[src/rtl/core/srt_pkg.sv]
// Shared types and constants of the share reservation table.
package srt_pkg;
   localparam int TableEntries = 64;
   localparam int IdxW = $clog2(TableEntries);
   localparam int EntryW = 64 + 16 + 32 + 2 + 2;

   typedef enum logic [1:0] {
      REQ_SHARE   = 2'd0,
      REQ_UNSHARE = 2'd1,
      REQ_PURGE   = 2'd2,
      REQ_NONE    = 2'd3
   } req_kind_type;

   typedef enum logic [1:0] {
      ST_GRANTED = 2'd0,
      ST_CONFLICT = 2'd1,
      ST_GRACE   = 2'd2,
      ST_FULL    = 2'd3
   } status_type;

   // command handed from the front part to the back part
   typedef struct packed {
      req_kind_type kind;
      logic [63:0]  file_key;
      logic [15:0]  client_id;
      logic [31:0]  owner_id;
      logic [1:0]   share_mode;
      logic [1:0]   share_access;
   } cmd_type;

   typedef enum logic [2:0] {
      BK_IDLE,
      BK_SCAN,
      BK_LAST,
      BK_DONE
   } back_state_type;
endpackage

[src/rtl/core/srt_front.sv]
// Front part: accepts requests, applies the grace period, queues commands.
module srt_front (
   input  logic                   clock,
   input  logic                   reset,
   input  logic                   start,
   output logic                   busy,
   input  logic [1:0]             req_type,
   input  logic [63:0]            req_file_key,
   input  logic [15:0]            req_client_id,
   input  logic [31:0]            req_owner_id,
   input  logic [1:0]             req_share_mode,
   input  logic [1:0]             req_share_access,
   input  logic                   req_reclaim,
   input  logic                   grace_active,
   output logic                   cmd_valid,
   output srt_pkg::cmd_type       cmd,
   input  logic                   cmd_taken,
   input  logic                   back_busy,
   output logic                   fast_valid,
   output srt_pkg::status_type    fast_status
);
   import srt_pkg::*;

   logic    q_valid_ff, q_valid_in;
   cmd_type q_ff, q_in;
   logic    fast_valid_ff, fast_valid_in;
   status_type fast_status_ff, fast_status_in;
   logic    acc;
   logic    pend_ff, pend_in;

   // one item in flight from acceptance until its result has left
   assign busy = pend_ff;
   assign acc  = start && !busy;

   always_comb begin
      q_valid_in     = q_valid_ff && !cmd_taken;
      q_in           = q_ff;
      fast_valid_in  = 1'b0;
      fast_status_in = ST_GRANTED;
      pend_in        = pend_ff;
      if (fast_valid_ff || (pend_ff && !q_valid_ff && !back_busy && !cmd_taken)) begin
         pend_in = 1'b0;
      end
      if (acc) begin
         pend_in = 1'b1;
         unique case (req_kind_type'(req_type))
            REQ_NONE: begin
               fast_valid_in = 1'b1;
            end
            REQ_SHARE, REQ_UNSHARE: begin
               if (grace_active && !req_reclaim) begin
                  fast_valid_in  = 1'b1;
                  fast_status_in = ST_GRACE;
               end else begin
                  q_valid_in = 1'b1;
               end
            end
            default: q_valid_in = 1'b1;
         endcase
         q_in.kind         = req_kind_type'(req_type);
         q_in.file_key     = req_file_key;
         q_in.client_id    = req_client_id;
         q_in.owner_id     = req_owner_id;
         q_in.share_mode   = req_share_mode;
         q_in.share_access = req_share_access;
      end
   end

   always_ff @(posedge clock) begin
      if (reset) begin
         q_valid_ff    <= 1'b0;
         fast_valid_ff <= 1'b0;
         pend_ff       <= 1'b0;
      end else begin
         q_valid_ff    <= q_valid_in;
         fast_valid_ff <= fast_valid_in;
         pend_ff       <= pend_in;
      end
      q_ff           <= q_in;
      fast_status_ff <= fast_status_in;
   end

   assign cmd_valid   = q_valid_ff;
   assign cmd         = q_ff;
   assign fast_valid  = fast_valid_ff;
   assign fast_status = fast_status_ff;
endmodule

[config.mk]
export PLATFORM = sky130hd
export DESIGN_NAME = srt_front
export DESIGN_NICKNAME = d
export VERILOG_FILES = /design/src/rtl/core/srt_pkg.sv /design/src/rtl/core/srt_front.sv
export SDC_FILE = /design/constraint.sdc
export NUM_CORES = 1
export LEC_CHECK = 0
export ABC_AREA = 1
export BUFFER_PORTS_ARGS = -buffer_cell sky130_fd_sc_hd__buf_4
export CORE_ASPECT_RATIO = 0.9
export CORE_MARGIN = 5
export CORE_UTILIZATION = 41
export CTS_CLUSTER_SIZE = 30
export DETAILED_ROUTE_END_ITERATION = 10
export GPL_TIMING_DRIVEN = 0
export PLACE_DENSITY = 0.81
export SYNTH_ARGS = -nofsm -noshare
export SYNTH_HDL_FRONTEND = slang
export SYNTH_SLANG_ARGS = --single-unit
[constraint.sdc]
create_clock -name clock -period 3.6 [get_ports clock]
set_input_delay 1.08 -clock clock [delete_from_list [all_inputs] [get_ports clock]]
set_output_delay 1.08 -clock clock [all_outputs]
set_load 0.03 [all_outputs]
; Word level (Yosys, flattened, before mapping)
; Index checks and enable logic that the tools add are counted.
; Widths: inputs -> output; s select.
[op_classes]
n_eq_ne = 2
muxes = 8
bitwise_logic = 1
reduce_logical = 17
[op_table]
columns = operator, count
row1 = $logic_and 1x1->1, 6
row2 = $logic_not 1->1, 5
row3 = $mux 1, 5
row4 = $pmux 1 s2, 2
row5 = $reduce_or 2->1, 2
row6 = $eq 2x1->1 const B, 1
row7 = $eq 2x2->1 const B, 1
row8 = $logic_not 2->1, 1
row9 = $mux 2, 1
row10 = $reduce_and 2->1, 1
row11 = $reduce_bool 2->1, 1
row12 = $logic_or 1x1->1, 1
row13 = $not 1->1, 1
[word_totals]
register_bits = 123
input_bits = 125
output_inout_bits = 123
word_cells = 38

; Depth between registers and ports, before layout
; Gate-level depths: netlist (run 1).
[logic_depth]
ltp_word = 7
ltp_mapped = 5
mapped_depth_nobuf = 5

; Worst setup path after synthesis (run 1)
; No wires, ideal clock.
[synth_timing]
path_kind = in2reg
startpoint = in start
endpoint = reg q_ff (netlist bit cmd[0]) (enable)
setup_ns = 0.420
t_arrival_ns = 2.418
t_required_ns = 3.180
slack_ns = 0.762
path_stages = 2
n_path_buf = 0
path_cell_list = nand2_2 inv_2
[synth_between]
elab_chain_len = 1
[synth_rtl]
columns = element, line
row1 = from (decl), srt_front.sv:5  ; input logic start,
row2 = $logic_and 1x1->1, srt_front.sv:33  ; assign acc = start && !busy;
row3 = via acc, srt_front.sv:28  ; logic acc;
row4 = to (signal assigned), srt_front.sv:79  ; q_ff <= q_in;
row5 = to (decl), srt_front.sv:25  ; cmd_type q_ff, q_in;
; The timed path passes the listed nets, and every way through them passes these cells.
; A chain may end at the register's enable or synchronous reset.

; Worst setup path in the final report (run 1)
[layout_timing]
startpoint = reg q_ff (netlist bit cmd[89])
endpoint = out cmd[89] in the netlist's numbering
[layout_lines]
columns = element, line
row1 = to (decl), srt_front.sv:16  ; output srt_pkg::cmd_type cmd,
; No word-level cell between the ends.

==> results of run 1 <==
[synth_stat cells (all sizes together)]
library cell and count:
nand2 4, edfxtp 118, nand3 2, conb 1, nor2 2, a21oi 1
dfxtp 4, o21ai 1, inv 5, buf 1, nor3 1, nand3b 2
[layout by cell type, fill, tap and decap left out]
master      instances
a21oi_2             1
buf_16              1
buf_4             247
bufinv_16           1
clkbuf_1            2
clkbuf_16          16
clkbuf_8            1
clkinv_2            5
clkinv_4            1
clkinvlp_4          4
conb_1              1
dfxtp_1             4
edfxtp_1          118
inv_1               4
inv_4               1
inv_6               1
nand2_1             2
nand2_2             2
nand3_1             2
nand3b_1            2
nor2_1              2
nor3_1              1
o21ai_1             1
[logic make-up after synthesis]
logic type	share of synthesized area, %
DFF	97.28
and+or+nand+nor	1.545
buffers and inverters	0.7053
AOI/OAI and AO/OA	0.3694
other	0.1007
[worst min-delay path by stage]
stage	startpoint	to	slack, ns	cells after the start
2_1_floorplan	cmd_valid$_SDFF_PP0_	cmd_valid$_SDFF_PP0_	0.61	2
3_3_place_gp	cmd_valid$_SDFF_PP0_	cmd_valid$_SDFF_PP0_	0.48	2
3_5_place_dp	cmd_valid$_SDFF_PP0_	cmd_valid$_SDFF_PP0_	0.50	2
4_1_cts	cmd_valid$_SDFF_PP0_	cmd_valid$_SDFF_PP0_	0.51	2
5_1_grt	busy$_SDFFE_PP0P_	busy$_SDFFE_PP0P_	0.55	2
6_report	cmd_valid$_SDFF_PP0_	cmd_valid$_SDFF_PP0_	0.52	2
[report_power, final]
group	internal (mW)	switching [mW]	leakage, nW	total (mW)
Sequential	1.68	0.0280	1.16	1.71
Clock	0.906	0.567	0.250	1.47
Combinational	0.201	0.294	1.26	0.495
[routing by layer]
layer / GRT usage, % / share of wire (%) / vias to the layer above
met5: 0 / 0 / -
met4: 5.303 / 1.2 / 0
met3: 8.439 / 11 / 10
met2: 29.57 / 54 / 153
met1: 17.64 / 34 / 1108
li1: - / - / 1093
[per-stage QoR]
stage	std cells	hold WS (ns)	cell area, um^2
floorplan	142	0.6079	3725
detailed placement	511	0.4972	5754
CTS	542	0.5075	6279
finish	542	0.5178	6279
global route	542	0.5455	6279
global placement	510	0.4814	5724
[state kept, by name (all words and copies together) (netlist names)]
name / cells
fast_status: 1
busy: 1
fast_valid: 1
cmd: 118
cmd_valid: 1
[tightest hold or removal path, cell delays in order, from the launching register on]
cell	delay, ns
dfxtp_1	0.33
nand3b_1	0.09
nand2_1	0.05
[cell type report]
cell class | instances | area, um^2
Sequential cell | 122 | 3623
Tap cell | 122 | 152.6
Clock inverter | 12 | 102.6
Fill cell | 597 | 2723
Clock buffer | 19 | 421.7
Inverter | 5 | 21.27
Buffer | 1 | 7.507
Timing Repair Buffer | 247 | 1874
Multi-Input combinational cell | 14 | 75.07
==> impl_metrics.yaml, run 1 <==
routing:
  initialDrtViolationCount: 94
  wl_um: 9559
  vias: 2364
  drt-vias-per-instance: 4.362
  drc: 0
  firstDrtPassIters: 4
  wire_per_inst_um: 17.64
  antenna_left: 0
logic_synthesis:
  ys_warn_count: 0
  ys_ff_latch: 122
  synth_top_area_share_pct: 95.13
  synth.cell_area_um2: 3725
  yosys-top-cells-area: "edfxtp_1 95%, dfxtp_1 2.1%, inv_1 0.40%, nand3b_1 0.40%, nand2_2 0.34%"
  yosysTopAreaCell: "edfxtp_1"
  synth_cells: 142
  ys_types: 14
  seq_area_frac_synth_pct: 97.28
  synth_fp_nets: 267
  avgSynthCellArea_um2: 26.23
critical_path:
  path_cells: "buf_4"
  cp_num_cells: 1
  r2r_start: "busy$_SDFFE_PP0P_"
  critPathBufInv: 1
  required_ns: 2.52
  crit_path_top_delay_cell: "edfxtp_1"
  r2r-end: "cmd[45]$_DFFE_PP_"
  r2r_slack_ns: 1.86
  worstSetupEndpointType: "output pin"
  worstSetupStartpointType: "register"
  rr_worst_depth: 4
  startpoint: "cmd[89]$_DFFE_PP_"
  critPathMaxFanout: 1
  endpoint: "cmd[89]"
  critical_path_class: "reg2out"
  cpPeakStageDelay_ns: 0.39
  crit_arrival_ns: 1.05
  cp_top_family: "flip-flops"
timing:
  timing.final.ws_setup_ns: 1.467
  tns_ns: 0
  final.period_utilization_pct: 59.26
  worst_slew_pin_slew_ns: 0.6844
  setup_viol: 0
  fin_crit_ns: 2.133
  clock.fmax_mhz: 468.8
  finalMaxSlewViolations: 0
  grt_setup_unrepaired: "no"
  hold_viol_final: 0
  slew_headroom_pct: 54.37
  clock_skew_ns: 0.006515
cts:
  htreeDepth: 4
  cts_setup_buffers: 0
  cts_buffers: 17
  max-clock-path-buffers: 2
  cts_tree: "built"
  clock-sinks: 122
  cts_resized: 0
  cts.clk_slew.worst_paths_ns: 0.06
  hold_buffers: 0
  clock_latency_ns: 0.48
  cts-root-buf: "clkbuf_8"
outcome:
  outcome: "finished clean"
finish:
  syn_to_final_growth_pct: 68.56
  finish.utilization_pct: 69.75
  drive_gt1_share_pct: 66.90
  diodes: 0
  nNetsFinal: 533
die:
  start_util_pct: 41.38
  die_w_um: 110.5
  die_area_um2: 11090
  row_count: 33
  io_pins: 248
  die_h_um: 100.4
  core_um2: 9001
global_routing:
  overflow: 0
  first_global_vias: 2531
  grt.total_usage_pct: 16.76
  grt_first_pass_wirelength_um: 13830
  grt_max_degree: 66
  antenna_found_initial: 0
place:
  place_congestion: 0.7452
  dp_hpwl_um: 7405
  port_buffers: 246
  dp_slack_ns: 1.105
worst_hold_path:
  hold_class: "reg2reg"
power:
  vdd_drop_max_v: 0.0004872
  power_mw: 3.675
  powerDensity_nw_per_um2: 585.3
  power.static_leakage_nw: 2.668
flow_run:
  max-cap-violations: 0
Power figures use the tool's default switching activity.
==> run 2: changes to the inputs <==
Settings changed: ABC_AREA 1 to 0.
Clock period 3.6 ns to 2.02 ns, I/O delays scaled along.
==> run 2 against run 1 <==
  * Cell count shrank 1.7%
  * Wire length grew 2.0%
  * First-iteration DRC count shrank 43%
  * Sequential cell count is the same
  * Clock skew shrank 0.00086 ns
  * Non-clock buffer count grew 2
  * Sequential share of layout area is essentially flat
  * Combinational power grew 70%
  * Critical path depth is the same
  * Worst setup slack lost 1.1 ns
  * Total power grew 74%
  * Critical endpoint is now cmd[44]
  * Highest routed layer unchanged
==> impl_metrics.yaml, run 2 <==
outcome:
  outcome: "finished clean"
die:
  row_count: 32
  core_um2: 8688
  die_h_um: 100.2
  start_util_pct: 42.61
  die_w_um: 110.2
  io_pins: 248
  die_area_um2: 11030
logic_synthesis:
  synth_top_area_share_pct: 95.71
  ys_types: 13
  ys.flop_type: "edfxtp_1"
  synth_fp_nets: 261
  synth_cells: 136
  ys_async_sr_fraction_pct: 0
  ys_warn_count: 0
  yosys-top-cells-area: "edfxtp_1 96%, dfxtp_1 2.2%, inv_1 0.30%, a32oi_1 0.24%, o311ai_1 0.24%"
  synth_edf_count: 118
  yosysTopAreaCell: "edfxtp_1"
  synth.cell_area_um2: 3702
  seq_area_frac_synth_pct: 97.87
  avgSynthCellArea_um2: 27.22
  synth_most_common_cell: "edfxtp_1"
  synthTopCellsByCount: "118 x edfxtp_1, 4 x dfxtp_1, 3 x inv_1"
  ys_ff_latch: 122
timing:
  clock.fmax_mhz: 598.1
  clock_skew_ns: 0.005652
  grt_setup_unrepaired: "no"
  finalMaxSlewViolations: 0
  setup_viol: 0
  final.period_utilization_pct: 82.77
  hold_viol_final: 0
  fin_crit_ns: 1.672
finish:
  finish.utilization_pct: 72.28
  final_area_um2: 6280
  mostFrequentLayoutCells: "247 x buf_4, 118 x edfxtp_1, 16 x clkbuf_16"
  final_common_cell: "buf_4"
  fill_cells: 532
  largest_reg_flops: 118
  syn_to_final_growth_pct: 69.62
  fin_cells: 533
  nNetsFinal: 529
  multi_input_area_um2: 67.56
  regArea_um2: 3625
  diodes: 0
  drive_gt1_share_pct: 66.67
global_routing:
  grt.total_usage_pct: 17.57
  grt_max_degree: 49
  grt_first_pass_wirelength_um: 13860
  antenna_found_initial: 0
  overflow: 0
  first_global_vias: 2591
worst_hold_path:
  holdPathStages: 1
  hold_class: "in2reg"
  min_from: "req_client_id[4]"
  whs_endpoint: "cmd[40]$_DFFE_PP_"
critical_path:
  path_cells: "buf_4"
  cpPeakStageDelay_ns: 0.39
  r2r_start: "busy$_SDFFE_PP0P_"
  critical_path_class: "reg2out"
  crit_arrival_ns: 1.07
  critPathBufInv: 1
  required_ns: 1.41
  startpoint: "cmd[44]$_DFFE_PP_"
  r2r_slack_ns: 0.39
  r2r-end: "cmd[114]$_DFFE_PP_"
  cp_top_family: "flip-flops"
  worstSetupEndpointType: "output pin"
  critPathMaxFanout: 1
  rr_worst_depth: 4
  crit_path_top_delay_cell: "edfxtp_1"
  worstSetupStartpointType: "register"
cts:
  cts.clk_slew.worst_paths_ns: 0.06
  cts-root-buf: "clkbuf_8"
  htreeDepth: 4
  cts_setup_buffers: 0
  hold_buffers: 0
  cts_buffers: 17
  clock-sinks: 122
  cts_tree: "built"
  max-clock-path-buffers: 2
  cts_resized: 0
  clock_latency_ns: 0.49
power:
  power_mw: 6.405
  power.static_leakage_nw: 2.645
  vdd_drop_max_v: 0.0006217
  powerDensity_nw_per_um2: 1020
routing:
  initialDrtViolationCount: 54
  wire_per_inst_um: 18.30
  firstDrtPassIters: 4
  wl_um: 9752
  antenna_left: 0
  drt-vias-per-instance: 4.435
  drc: 0
  vias: 2364
flow_run:
  max-cap-violations: 0
place:
  dpl_cell_area_um2: 5778
  port_buffers: 246
  place_congestion: 0.7361
  dp_hpwl_um: 7650
  dp.cells: 504
[run 2: cell families after synthesis]
logic type      Yosys count  synth area share, %
flops                   122                97.87
simple gates              5               0.7098
compound gates            4               0.8111
buf+inv                   4               0.5070
other cells               1               0.1013
[run 2: cell type report]
cell class,instances,share of cell area (%)
plain buffers,1,0.1195
clock buffers,18,6.655
clock inverters,11,1.335
inverters,3,0.2391
multi-input cells,10,1.076
flip-flops and latches,122,57.72
well taps,119,2.371
repair buffers,249,30.48
[run 2: stage by stage]
stage | hold WS [ns] | setup WS (ns) | TNS, ns
6_report | 0.2818 | 0.3481 | 0
5_1_grt | 0.2445 | 0.2856 | 0
4_1_cts | 0.2480 | 0.2993 | 0
3_5_place_dp | 0.5109 | 0.03637 | 0
3_3_place_gp | 0.4748 | -1.540 | -182.60
2_1_floorplan | 0.5394 | -0.8084 | -93.99
[run 2: worst max path at each step]
| stage | to | slack (ns) | cells past startpoint |
|---|---|---|---|
| 2_1_floorplan | cmd_valid$_SDFF_PP0_ | -0.81 | 4 |
| 3_3_place_gp | cmd[24]$_DFFE_PP_ | -1.54 | 3 |
| 3_5_place_dp | cmd[44]$_DFFE_PP_ | 0.04 | 5 |
| 4_1_cts | cmd[44] | 0.30 | 1 |
| 5_1_grt | cmd[44] | 0.29 | 1 |
| 6_report | cmd[44] | 0.35 | 1 |
[run 2: per-layer routing]
layer / global-route usage (%) / wire length (um) / vias to the layer above
met5: 0 / 0 / -
met4: 8.902 / 180 / 0
met3: 10.10 / 1395 / 14
met2: 30.08 / 5088 / 159
met1: 16.53 / 3089 / 1112
li1: - / - / 1079
[run 2: power by group]
part           internal [mW]  switching [mW]  total (mW)
sequential              2.97          0.0434        3.02
combinational          0.355           0.486       0.842
clock                   1.58           0.969        2.55
total                   4.91            1.50        6.40
